===== config.mk =====
export PLATFORM = sky130hd
export DESIGN_NAME = proximity_push_hover_controller_core
export DESIGN_NICKNAME = d
export VERILOG_FILES = /design/src/design/pphc_pkg.sv /design/src/design/proximity_push_hover_controller_core.sv
export SDC_FILE = /design/constraint.sdc
export NUM_CORES = 2
export LEC_CHECK = 0
export ABC_CLOCK_PERIOD_IN_PS = 24900
export BUFFER_PORTS_ARGS = -buffer_cell sky130_fd_sc_hd__buf_2
export CORE_MARGIN = 2
export CORE_UTILIZATION = 60
export CTS_BUF_LIST = sky130_fd_sc_hd__clkbuf_4
export CTS_CLUSTER_SIZE = 16
export DETAILED_ROUTE_END_ITERATION = 8
export PLACE_DENSITY = 0.85
export RECOVER_POWER = 50
export SLEW_MARGIN = 20
export SYNTH_ARGS = -nofsm -noshare
export SYNTH_HDL_FRONTEND = slang
export SYNTH_SLANG_ARGS = --single-unit
export TNS_END_PERCENT = 5

===== constraint.sdc =====
create_clock -name aclk -period 24.9 [get_ports aclk]
set_clock_uncertainty 0.1 [all_clocks]
set_input_delay 1.245 -clock aclk [delete_from_list [all_inputs] [get_ports aclk]]
set_output_delay 1.245 -clock aclk [all_outputs]
set_load 0.02 [all_outputs]

===== src/design/pphc_pkg.sv =====
// Shared types, register map and arithmetic helpers for the proximity push
// hover controller. No dependencies; imported by the core module.
package pphc_pkg;

    // Field widths
    localparam int DIST_W   = 16;
    localparam int RAD_W    = 12;
    localparam int GAIN_W   = 16;
    localparam int STEP_W   = 10;
    localparam int LAND_W   = 16;
    localparam int VEL_W    = 16;
    localparam int HEIGHT_W = 20;
    localparam int CFG_IDX_W  = 3;
    localparam int CFG_DATA_W = 16;

    // Stream payload widths (tdata padded to whole bytes)
    localparam int S_TDATA_W = 88;
    localparam int S_TUSER_W = 1;
    localparam int M_TDATA_W = 56;
    localparam int M_TUSER_W = 2;

    // Craft operating mode
    typedef enum logic [1:0] {
        MODE_IDLE     = 2'd0,
        MODE_LOW      = 2'd1,
        MODE_UNLOCKED = 2'd2,
        MODE_STOPPING = 2'd3
    } mode_t;

    // Kind of setpoint issued for one beat
    typedef enum logic [1:0] {
        KIND_NONE  = 2'd0,
        KIND_ZERO  = 2'd1,
        KIND_HOVER = 2'd2
    } kind_t;

    // Input command selector
    localparam logic CMD_PEER = 1'b0;
    localparam logic CMD_TICK = 1'b1;

    // Register indexes
    localparam logic [CFG_IDX_W-1:0] REG_PUSH_RADIUS    = 3'd0;
    localparam logic [CFG_IDX_W-1:0] REG_GESTURE_RADIUS = 3'd1;
    localparam logic [CFG_IDX_W-1:0] REG_UNLOCK_LOW     = 3'd2;
    localparam logic [CFG_IDX_W-1:0] REG_UNLOCK_HIGH    = 3'd3;
    localparam logic [CFG_IDX_W-1:0] REG_STOPPED_UP     = 3'd4;
    localparam logic [CFG_IDX_W-1:0] REG_VELOCITY_GAIN  = 3'd5;
    localparam logic [CFG_IDX_W-1:0] REG_HEIGHT_STEP    = 3'd6;
    localparam logic [CFG_IDX_W-1:0] REG_LAND_HEIGHT    = 3'd7;

    // Register and state reset values
    localparam logic [RAD_W-1:0]  RST_PUSH_RADIUS    = 12'd300;
    localparam logic [RAD_W-1:0]  RST_GESTURE_RADIUS = 12'd100;
    localparam logic [RAD_W-1:0]  RST_UNLOCK_LOW     = 12'd100;
    localparam logic [RAD_W-1:0]  RST_UNLOCK_HIGH    = 12'd300;
    localparam logic [RAD_W-1:0]  RST_STOPPED_UP     = 12'd500;
    localparam logic [GAIN_W-1:0] RST_VELOCITY_GAIN  = 16'd853;
    localparam logic [STEP_W-1:0] RST_HEIGHT_STEP    = 10'd20;
    localparam logic [LAND_W-1:0] RST_LAND_HEIGHT    = 16'd500;
    localparam logic signed [HEIGHT_W-1:0] RST_HEIGHT = 20'sd4000;
    localparam logic [DIST_W-1:0] RST_PEER_DIST      = 16'd1000;

    // Push radius minus the smaller of a combined distance and that radius, as intrusion depth
    function automatic logic [RAD_W-1:0] intrusion(input logic [DIST_W-1:0] d,
                                                   input logic [RAD_W-1:0] rad);
        logic [RAD_W-1:0] near;
        near = (d < {4'd0, rad}) ? d[RAD_W-1:0] : rad;
        return rad - near;
    endfunction

    // Repulsive velocity: sign of (pos - neg), magnitude rounded and saturated
    function automatic logic [VEL_W-1:0] push_vel(input logic [RAD_W-1:0] i_pos,
                                                  input logic [RAD_W-1:0] i_neg,
                                                  input logic [GAIN_W-1:0] gain);
        logic        neg;
        logic [11:0] diff;
        logic [27:0] prod;
        logic [28:0] rnd;
        logic [20:0] mag;
        logic [15:0] v;
        neg  = i_neg > i_pos;
        diff = neg ? (i_neg - i_pos) : (i_pos - i_neg);
        prod = diff * gain;
        rnd  = {1'b0, prod} + 29'd128;
        mag  = rnd[28:8];
        if (neg) begin
            v = (mag > 21'd32768) ? 16'h8000 : 16'(16'd0 - mag[15:0]);
        end else begin
            v = (mag > 21'd32767) ? 16'h7FFF : mag[15:0];
        end
        return v;
    endfunction

    // Clamp a wide signed height to the 20-bit signed range
    function automatic logic [HEIGHT_W-1:0] sat20(input logic signed [22:0] v);
        logic [HEIGHT_W-1:0] r;
        if (v > 23'sd524287) begin
            r = 20'h7FFFF;
        end else if (v < -23'sd524288) begin
            r = 20'h80000;
        end else begin
            r = v[HEIGHT_W-1:0];
        end
        return r;
    endfunction

endpackage


===== src/design/proximity_push_hover_controller_core.sv =====
// Proximity push hover controller: peer distance store, mode sequencer and
// hover setpoint datapath. Depends on pphc_pkg.
//
//  Channel  Dir  Handshake            Payload
//  s_       in   s_tvalid/s_tready    tdata: five distances, ready flags; tuser: cmd
//  m_       out  m_tvalid/m_tready    tdata: velocities, height, mode; tuser: kind
//  cfg_     in   cfg_valid/cfg_ready  cfg_index, cfg_data
//
//  One beat is taken every cycle while the m_ side does not stall; each accepted
//  beat yields one result beat (input register, then result register).
//  The peer distances, mode and height setpoint update when a beat moves
//  from the input register into the result register.
//  A stalled m_ side holds the result register; the input register fills
//  and s_tready drops only when both are occupied.
//  aresetn is synchronous, active low; cfg_ready is always high.
module proximity_push_hover_controller_core (
    input  logic                            aclk,
    input  logic                            aresetn,
    // dist_up, dist_front, dist_back, dist_left, dist_right (16 each),
    // positioning_ready, ranger_ready, zero pad
    input  logic [pphc_pkg::S_TDATA_W-1:0]  s_tdata,
    // cmd
    input  logic [pphc_pkg::S_TUSER_W-1:0]  s_tuser,
    input  logic                            s_tvalid,
    output logic                            s_tready,
    // vel_forward (16), vel_side (16), target_height (20), mode (2), zero pad
    output logic [pphc_pkg::M_TDATA_W-1:0]  m_tdata,
    // setpoint_kind
    output logic [pphc_pkg::M_TUSER_W-1:0]  m_tuser,
    output logic                            m_tvalid,
    input  logic                            m_tready,
    input  logic                            cfg_valid,
    output logic                            cfg_ready,
    input  logic [pphc_pkg::CFG_IDX_W-1:0]  cfg_index,
    input  logic [pphc_pkg::CFG_DATA_W-1:0] cfg_data
);
    import pphc_pkg::*;

    // Configuration registers
    logic [RAD_W-1:0]  push_radius_reg;
    logic [RAD_W-1:0]  gesture_radius_reg;
    logic [RAD_W-1:0]  unlock_low_reg;
    logic [RAD_W-1:0]  unlock_high_reg;
    logic [RAD_W-1:0]  stopped_up_reg;
    logic [GAIN_W-1:0] velocity_gain_reg;
    logic [STEP_W-1:0] height_step_reg;
    logic [LAND_W-1:0] land_height_reg;

    // Input register
    logic              in_valid_reg;
    logic              in_cmd_reg;
    logic [DIST_W-1:0] in_up_reg, in_front_reg, in_back_reg, in_left_reg, in_right_reg;
    logic              in_pos_ready_reg, in_rng_ready_reg;

    // Persistent state
    mode_t                mode_reg, mode_next;
    logic [HEIGHT_W-1:0]  height_reg, height_next;
    logic [DIST_W-1:0]    peer_up_reg, peer_front_reg, peer_back_reg;
    logic [DIST_W-1:0]    peer_left_reg, peer_right_reg;

    // Result register
    logic                 out_valid_reg;
    kind_t                out_kind_reg, kind_next;
    logic [VEL_W-1:0]     out_vf_reg, vf_next;
    logic [VEL_W-1:0]     out_vs_reg, vs_next;
    logic [HEIGHT_W-1:0]  out_th_reg, th_next;
    mode_t                out_mode_reg;

    logic advance;
    logic take;

    // Result register free or draining this cycle
    assign advance   = in_valid_reg && (!out_valid_reg || m_tready);
    assign s_tready  = !in_valid_reg || advance;
    assign take      = s_tvalid && s_tready;
    assign cfg_ready = 1'b1;

    // Step logic for the beat held in the input register
    always_comb begin
        logic [DIST_W-1:0]     up, fr, bk, lf, rt;
        logic [RAD_W-1:0]      i_up, i_fr, i_bk, i_lf, i_rt;
        logic [HEIGHT_W-1:0]   h1, h2;
        logic [16:0]           up_o10;
        logic signed [22:0]    wide;
        mode_t                 m1, m2, m3;

        up = (in_up_reg    < peer_up_reg)    ? in_up_reg    : peer_up_reg;
        fr = (in_front_reg < peer_front_reg) ? in_front_reg : peer_front_reg;
        bk = (in_back_reg  < peer_back_reg)  ? in_back_reg  : peer_back_reg;
        lf = (in_left_reg  < peer_left_reg)  ? in_left_reg  : peer_left_reg;
        rt = (in_right_reg < peer_right_reg) ? in_right_reg : peer_right_reg;

        i_up = intrusion(up, push_radius_reg);
        i_fr = intrusion(fr, push_radius_reg);
        i_bk = intrusion(bk, push_radius_reg);
        i_lf = intrusion(lf, push_radius_reg);
        i_rt = intrusion(rt, push_radius_reg);

        // Raise on paired side hands
        h1 = height_reg;
        if (lf < {4'd0, gesture_radius_reg} && rt < {4'd0, gesture_radius_reg}) begin
            wide = {{3{height_reg[HEIGHT_W-1]}}, height_reg} + {13'd0, height_step_reg};
            h1   = sat20(wide);
        end
        // Lower on paired front/back hands or anything above
        h2 = h1;
        if ((fr < {4'd0, gesture_radius_reg} && bk < {4'd0, gesture_radius_reg})
            || up < {4'd0, push_radius_reg}) begin
            wide = {{3{h1[HEIGHT_W-1]}}, h1} - {13'd0, height_step_reg};
            h2   = sat20(wide);
        end
        up_o10 = {2'd0, i_up, 3'd0} + {4'd0, i_up, 1'd0};
        wide   = {{3{h2[HEIGHT_W-1]}}, h2} - {6'd0, up_o10};

        // Mode sequence outside unlocked, each check sees the previous one
        m1 = mode_reg;
        if (m1 == MODE_STOPPING && up > {4'd0, stopped_up_reg}) begin
            m1 = MODE_IDLE;
        end
        m2 = m1;
        if (m2 == MODE_IDLE && up < {4'd0, unlock_low_reg} && up != '0) begin
            m2 = MODE_LOW;
        end
        m3 = m2;
        if (m3 == MODE_LOW && up > {4'd0, unlock_high_reg}
            && in_pos_ready_reg && in_rng_ready_reg) begin
            m3 = MODE_UNLOCKED;
        end

        mode_next   = mode_reg;
        height_next = height_reg;
        kind_next   = KIND_NONE;
        vf_next     = '0;
        vs_next     = '0;
        th_next     = '0;

        if (in_cmd_reg == CMD_TICK) begin
            if (mode_reg == MODE_UNLOCKED) begin
                vs_next     = push_vel(i_rt, i_lf, velocity_gain_reg);
                vf_next     = push_vel(i_bk, i_fr, velocity_gain_reg);
                height_next = h2;
                th_next     = sat20(wide);
                kind_next   = KIND_HOVER;
                if ($signed(th_next) < $signed({4'd0, land_height_reg})) begin
                    mode_next = MODE_STOPPING;
                end
            end else begin
                mode_next = m3;
                if (m3 == MODE_IDLE || m3 == MODE_STOPPING) begin
                    kind_next = KIND_ZERO;
                end
            end
        end
    end

    // Control state, stored state and registered outputs
    always_ff @(posedge aclk) begin
        if (!aresetn) begin
            push_radius_reg    <= RST_PUSH_RADIUS;
            gesture_radius_reg <= RST_GESTURE_RADIUS;
            unlock_low_reg     <= RST_UNLOCK_LOW;
            unlock_high_reg    <= RST_UNLOCK_HIGH;
            stopped_up_reg     <= RST_STOPPED_UP;
            velocity_gain_reg  <= RST_VELOCITY_GAIN;
            height_step_reg    <= RST_HEIGHT_STEP;
            land_height_reg    <= RST_LAND_HEIGHT;
            in_valid_reg       <= 1'b0;
            out_valid_reg      <= 1'b0;
            mode_reg           <= MODE_IDLE;
            height_reg         <= RST_HEIGHT;
            peer_up_reg        <= RST_PEER_DIST;
            peer_front_reg     <= RST_PEER_DIST;
            peer_back_reg      <= RST_PEER_DIST;
            peer_left_reg      <= RST_PEER_DIST;
            peer_right_reg     <= RST_PEER_DIST;
        end else begin
            // Register writes, masked to each field's width
            if (cfg_valid && cfg_ready) begin
                case (cfg_index)
                    REG_PUSH_RADIUS:    push_radius_reg    <= cfg_data[RAD_W-1:0];
                    REG_GESTURE_RADIUS: gesture_radius_reg <= cfg_data[RAD_W-1:0];
                    REG_UNLOCK_LOW:     unlock_low_reg     <= cfg_data[RAD_W-1:0];
                    REG_UNLOCK_HIGH:    unlock_high_reg    <= cfg_data[RAD_W-1:0];
                    REG_STOPPED_UP:     stopped_up_reg     <= cfg_data[RAD_W-1:0];
                    REG_VELOCITY_GAIN:  velocity_gain_reg  <= cfg_data[GAIN_W-1:0];
                    REG_HEIGHT_STEP:    height_step_reg    <= cfg_data[STEP_W-1:0];
                    REG_LAND_HEIGHT:    land_height_reg    <= cfg_data[LAND_W-1:0];
                    default: ;
                endcase
            end

            // Input register occupancy
            if (take) begin
                in_valid_reg <= 1'b1;
            end else if (advance) begin
                in_valid_reg <= 1'b0;
            end

            // Result register occupancy
            if (advance) begin
                out_valid_reg <= 1'b1;
            end else if (m_tready) begin
                out_valid_reg <= 1'b0;
            end

            // Commit the step
            if (advance) begin
                mode_reg   <= mode_next;
                height_reg <= height_next;
                if (in_cmd_reg == CMD_PEER) begin
                    peer_up_reg    <= in_up_reg;
                    peer_front_reg <= in_front_reg;
                    peer_back_reg  <= in_back_reg;
                    peer_left_reg  <= in_left_reg;
                    peer_right_reg <= in_right_reg;
                end
            end
        end
    end

    // Payload registers
    always_ff @(posedge aclk) begin
        if (take) begin
            in_cmd_reg       <= s_tuser[0];
            in_up_reg        <= s_tdata[15:0];
            in_front_reg     <= s_tdata[31:16];
            in_back_reg      <= s_tdata[47:32];
            in_left_reg      <= s_tdata[63:48];
            in_right_reg     <= s_tdata[79:64];
            in_pos_ready_reg <= s_tdata[80];
            in_rng_ready_reg <= s_tdata[81];
        end
        if (advance) begin
            out_kind_reg <= kind_next;
            out_vf_reg   <= vf_next;
            out_vs_reg   <= vs_next;
            out_th_reg   <= th_next;
            out_mode_reg <= mode_next;
        end
    end

    // Drive the result beat
    assign m_tvalid = out_valid_reg;
    assign m_tuser  = out_kind_reg;
    assign m_tdata  = {2'd0, out_mode_reg, out_th_reg, out_vs_reg, out_vf_reg};

`ifndef ASSERT_OFF
    // A hover setpoint is only issued from unlocked, which leaves unlocked or stopping
    a_hover_mode: assert property (@(posedge aclk) disable iff (!aresetn)
        (m_tvalid && out_kind_reg == KIND_HOVER) |->
            (out_mode_reg == MODE_UNLOCKED || out_mode_reg == MODE_STOPPING))
        else $error("hover setpoint with mode outside unlocked/stopping");

    // Without a hover setpoint the motion fields are zero
    a_zero_fields: assert property (@(posedge aclk) disable iff (!aresetn)
        (m_tvalid && out_kind_reg != KIND_HOVER) |->
            (out_vf_reg == '0 && out_vs_reg == '0 && out_th_reg == '0))
        else $error("nonzero motion fields without hover setpoint");

    // Unlocked is left only for stopping
    a_unlock_exit: assert property (@(posedge aclk) disable iff (!aresetn)
        ($past(mode_reg) == MODE_UNLOCKED && mode_reg != MODE_UNLOCKED) |->
            (mode_reg == MODE_STOPPING))
        else $error("unlocked left for a mode other than stopping");

    // Backpressure appears only with both registers occupied and the m_ side stalled
    a_ready_full: assert property (@(posedge aclk) disable iff (!aresetn)
        !s_tready |-> (in_valid_reg && out_valid_reg && !m_tready))
        else $error("input stalled without both stages occupied");

    // Stored state changes only when a beat is committed
    a_state_commit: assert property (@(posedge aclk) disable iff (!aresetn)
        !$past(advance) && $past(aresetn) |-> ($stable(mode_reg) && $stable(height_reg)))
        else $error("mode or height changed without a committed beat");
`endif

endmodule

== After elaboration in Yosys (flattened, before gate mapping) ==
Index checks and enable logic that the tools add are counted.
Operators by class
  add/subtract/negate cells: 17
  multipliers: 2
  $lt $le $gt $ge: 30
  equality and inequality tests: 11
  mux-type cells: 40
  bitwise operators: 1
  reductions and logical operators: 34
Operators with widths (count)
  two-way mux 20 bit: 10
  two-way mux 16 bit: 11
  less-than comparator 16 x 12 -> 1 bit: 10
  subtractor 12 bit: 9
  two-way mux 12 bit: 7
  less-than comparator 16 bit: 5
  > comparator 21 x 20 -> 1 bit (second input constant): 3
  less-than comparator 21 x 20 -> 1 bit (second input constant): 3
  adder 28 x 8 -> 29 bit (second input constant): 2
  multiplier 12 x 16 -> 28 bit: 2
  > comparator 21 x 15 -> 1 bit (second input constant): 2
  > comparator 21 x 16 -> 1 bit (second input constant): 2
  > comparator 16 x 12 -> 1 bit: 2
  subtractor 1 x 16 -> 16 bit (first input constant): 2
  > comparator 12 bit: 2
  adder 20 x 11 -> 21 bit: 1
  subtractor 20 x 11 -> 21 bit: 1
  subtractor 20 x 17 -> 21 bit: 1
  less-than comparator 20 x 17 -> 1 bit: 1
  AND reduction 2 bit: 10
  adder 15 x 13 -> 16 bit: 1
  nonzero test 16 bit: 1
  two-way mux 2 bit: 7
  equality test 3 bit (second input constant): 4
  other kinds (14): 36
Storage, ports and cells
  flip-flop bits (word level): 345
  bits of input ports: 113
  output and inout bits: 61
  word-level logic and storage cells: 166

== Depth between registers and ports, before layout ==
  depth in word-level cells: 20
  depth in mapped cells: 75
  mapped depth without buffers: 71

== Least setup slack after synthesis ==
No wires, ideal clock.
  path type: register to register
  from: register in_back_reg[13]
  to: register out_vf_reg[6], data pin
  setup time: 0.277 ns
  arrival: 15.085 ns
  data required time: 24.523 ns
  path slack: 9.438 ns
  cell stages (with the launch flop): 66
  buffers on the path: 4
  period minus slack after synthesis: 15.462 ns
  cell sequence: edfxtp_1 -> ha_1 -> a2111oi_0 -> nor3_1 -> nand4_1 -> o2bb2ai_1 -> nor2_1 -> clkbuf_1 -> nand2_1 -> o21ai_0 -> ha_1 -> inv_1 -> a31oi_1 -> o21a_1 -> o21a_1 -> o21a_1 -> o21a_1 -> o21a_1 -> (+30 left out) -> fa_1 -> inv_1 -> fa_1 -> fa_1 -> fa_1 -> ha_1 -> or3_1 -> o32ai_1 -> nor3_1 -> o2111ai_1 -> a31oi_1 -> or2_2 -> a21oi_1 -> mux2_2 -> or2_2 -> o21ai_0 -> clkbuf_1 -> o211ai_1
On the way
  word-level cells in the longest chain between the ends: 12
  elaborated cells between the ends (all ways): 17
  classes of those cells: 5 x add/sub; 1 x mul; 5 x order compare; 6 x mux
RTL lines
  start: declaration: line proximity_push_hover_controller_core.sv:52  | logic [DIST_W-1:0] in_up_reg, in_front_reg, in_back_reg, in_left_reg, in_right_reg;
  start signal: assignment: line proximity_push_hover_controller_core.sv:227  | in_back_reg <= s_tdata[47:32];
  less-than comparator 16 bit: line proximity_push_hover_controller_core.sv:89  | bk = (in_back_reg < peer_back_reg) ? in_back_reg : peer_back_reg;
  two-way mux 16 bit *: line proximity_push_hover_controller_core.sv:89
  less-than comparator 16 x 12 -> 1 bit: line pphc_pkg.sv:67  | near = (d < {4'd0, rad}) ? d[RAD_W-1:0] : rad;
  two-way mux 12 bit *: line pphc_pkg.sv:67
  subtractor 12 bit *: line pphc_pkg.sv:68  | return rad - near;
  subtractor 12 bit / > comparator 12 bit (equally long branches): line pphc_pkg.sv:82, pphc_pkg.sv:81
  two-way mux 12 bit: line pphc_pkg.sv:82  | diff = neg ? (i_neg - i_pos) : (i_pos - i_neg);
  multiplier 12 x 16 -> 28 bit: line pphc_pkg.sv:83  | prod = diff * gain;
  adder 28 x 8 -> 29 bit: line pphc_pkg.sv:84  | rnd = {1'b0, prod} + 29'd128;
  > comparator 21 x 15 -> 1 bit (tied with other cells): line pphc_pkg.sv:89  | v = (mag > 21'd32767) ? 16'h7FFF : mag[15:0];
  two-way mux 16 bit (on tied branches): line pphc_pkg.sv:89, pphc_pkg.sv:87
  two-way mux 16 bit *: line pphc_pkg.sv:86  | if (neg) begin
  end signal: assignment: line proximity_push_hover_controller_core.sv:235  | out_vf_reg <= vf_next;
  end: declaration: line proximity_push_hover_controller_core.sv:64  | logic [VEL_W-1:0] out_vf_reg, vf_next;
Mark *: on every way between the ends. The rest lies on a longest branch, timed or not.
A chain may end at the register's enable or synchronous reset.

== Worst setup path in the final report ==
Ends and elaborated chain as after synthesis.

==> out/qor.csv <==
stage;metric;value;unit
grt;first-pass GRT wire length;167200;um
die;die footprint;67670;um2
clocking;hold-fix buffers at CTS;0;
setup_path;most frequent CP cell;a21o_1;
synth;Synth Cell Area;39370;um2
clocking;CTS tree;yes;
timing;PnR worst setup slack;6.894;ns
clocking;CTS sink count;345;
die;Initial Util;60.85;%
detailed_routing;Vias/cell;5.927;
setup_path;worst-path fanout max;23;
timing;period utilization;72.31;%
timing;Slew headroom;-188.9;%
clocking;CTS H-tree lvls;3;
synth;Mean Syn Cell Area;8.438;um2
detailed_routing;Starting DRT DRC Count;2661;
hold_path;Min-Delay Path Class;register to register;
setup_path;Startpoint Class;register;
die;IO Count;174;
clocking;post-CTS setup buffers;0;
synth;Synth area leaders;ha_1, fa_1, edfxtp_1;
cells_and_area;Register Area;8299;um2
placed_design;post-place instance area;41080;um2
setup_path;WP data arrival;18.57;ns
synth;prevailing post-synth register cell;dfxtp_1;
cells_and_area;design area;42400;um2
synth;Syn Inst Count;4665;
cells_and_area;area delta synth->final;7.698;%
setup_path;crit path max-delay cell type;nor3_1;
die;Core Area;64700;um2
placed_design;post-place setup slack;7.276;ns
cells_and_area;fillers;5269;
setup_path;CP required;25.46;ns
timing;Slew Viols, Final;254;
hold_path;hold path start;land_height_reg[14]$_SDFFE_PN0P_;
run_status;failing checks;capacitance limit, slew limit;
synth;register area share after synthesis;21.08;%
detailed_routing;post-route ant nets;0;
setup_path;crit path from;in_back_reg[13]$_DFFE_PP_;
die;Die W;260.1;um
die;Die Ht;260.1;um
synth;largest area contributor in the netlist;ha_1;
cells_and_area;area of the multi-input gates;28020;um2
run_status;run status;finished, violations left;
clocking;total clock buffers created by CTS;95;
cells_and_area;layout cells sized above 1;9.342;%
synth;Post-synth EDFFs;139;
synth;async set or reset register ratio after synthesis;0;%
synth;synth warn;0;
timing;setup_tns;0;ns
detailed_routing;DR DRC count;0;
setup_path;Crit Path Class;register to register;
placed_design;IO Port Bufs;164;
placed_design;DP HPWL;77760;um
detailed_routing;first drt pass iteration count;6;
timing;unrepaired setup endpoints after global routing;false;
setup_path;Critical R2R Launch;in_back_reg[13]$_DFFE_PP_;
placed_design;GP Congestion;0.9489;
clocking;Root Driver;clkbuf_4;
detailed_routing;WL per Instance;17.88;um
timing;Period minus WS final;18.01;ns
clocking;CTS Buffer Depth;3;
detailed_routing;detailed-route via count;34100;
grt;vias in the first global route;33620;
setup_path;Crit path largest cell delay;0.80;ns
clocking;# resized after CTS;0;
synth;flops & latches, synth;345;
timing;Min Hold Slack;0.3527;ns
detailed_routing;routed wire length;102900;um
timing;FMAX;0.05554;GHz
synth;Synth cell types;94;
clocking;worst skew pair latency;0.88;ns
grt;GRT Util Overall;30.61;%
run;number of max-cap violations;4;
clocking;Clock transition at path regs;0.06;ns
die;num rows;93;
cells_and_area;Layout Nets;5749;
timing;Final Hold Vio Count;0;
grt;total gr overflow;0;
grt;largest net degree at the start of global routing;95;
setup_path;crit end category;register;
timing;final setup vio count;0;
synth;share of the synthesized area in the top cell type;16.78;%
grt;initial antenna violation count;10;
timing;Worst Tran Pin Value;4.334;ns
-- cell type report --
| class | count | share of cell area (%) |
|---|---|---|
| Multi-Input combinational cell | 3502 | 66.08 |
| Sequential cell | 345 | 19.58 |
| Inverter | 641 | 5.678 |
| Timing Repair Buffer | 228 | 3.019 |
| Clock buffer | 153 | 2.709 |
| Tap cell | 855 | 2.523 |
| Clock inverter | 23 | 0.3748 |
| Antenna cell | 6 | 0.03541 |
-- worst max-delay path: cells and delay by family, from the launching register on --
kind / cells / cell delay (ns)
simple gates: 19 / 5.04
mux: 1 / 0.38
fa+ha+maj: 11 / 4.40
buf+inv: 5 / 0.61
xor+xnor: 3 / 0.74
compound gates: 26 / 6.13
flops: 1 / 0.41
-- cell families (layout without fill, tap and decap cells) --
logic type	Yosys count	after routing	share of synthesized area, %
muxes	99	99	2.632
buffers and inverters	819	1045	7.895
and+or+nand+nor	1478	1478	17.73
AOI/OAI and AO/OA	949	949	15.52
xor gates and xnor gates	150	150	3.337
adders and majority gates	823	823	31.78
DFF	345	345	21.08
other	2	9	0.01908
-- cell usage in the layout, fill, tap and decap left out, drive strengths merged, types with 139 or more instances in the layout --
master  instances
nand2         699
inv           640
ha            528
a21oi         332
fa            295
buf           217
dfxtp         206
nor2          197
and2          166
clkbuf        164
o21ai         160
edfxtp        139
-- metrics by stage --
step	cells	util [%]
after CTS	5747	65.52
after floorplan	4666	-
after detailed placement	5571	63.50
final	5753	65.53
after global routing	5751	65.52
after global placement	5571	63.50
-- path summary, 6_finish.rpt --
check | to | slack [ns] | depth (start not counted)
min | land_height_reg[14]$_SDFFE_PN0P_ | 0.35 | 2
max reg2reg | out_vf_reg[6]$_SDFFCE_PN0P_ | 6.89 | 65
max | out_vf_reg[6]$_SDFFCE_PN0P_ | 6.89 | 65
min reg2reg | land_height_reg[14]$_SDFFE_PN0P_ | 0.35 | 2
-- cell usage after synthesis (8+ instances only) --
library cell,number
nand2_1,698
inv_1,638
ha_1,528
a21oi_1,332
fa_1,295
dfxtp_1,206
nor2_1,197
and2_1,166
clkbuf_1,158
o21ai_0,155
edfxtp_1,139
a21o_1,120
xnor2_1,90
o211ai_1,77
nand3_1,73
mux2i_1,63
nor3_1,63
nand2b_1,62
xor2_1,60
nand4_1,53
nor2b_1,45
a211oi_1,38
mux2_2,35
o21a_1,35
o21bai_1,29
nor4_1,26
a31oi_1,19
and3_1,19
o31ai_1,16
or3_1,16
a211o_1,12
nor3b_1,11
or2_2,11
clkbuf_2,10
a2111oi_0,9
o22ai_1,9
and4_1,8
-- routing by layer --
metal | routed length [um] | vias to the layer above | track usage, % | share of wire, %
met1 | 41220 | 16170 | 38.55 | 40
met4 | 5205 | 12 | 14.94 | 5.1
li1 | - | 16130 | - | -
met3 | 8872 | 327 | 5.624 | 8.6
met5 | 71 | - | 0 | 0.069
met2 | 47520 | 1460 | 50.66 | 46
Power is not shown: default switching activity piles up to over one toggle a cycle in this logic, so the estimate is an artifact.
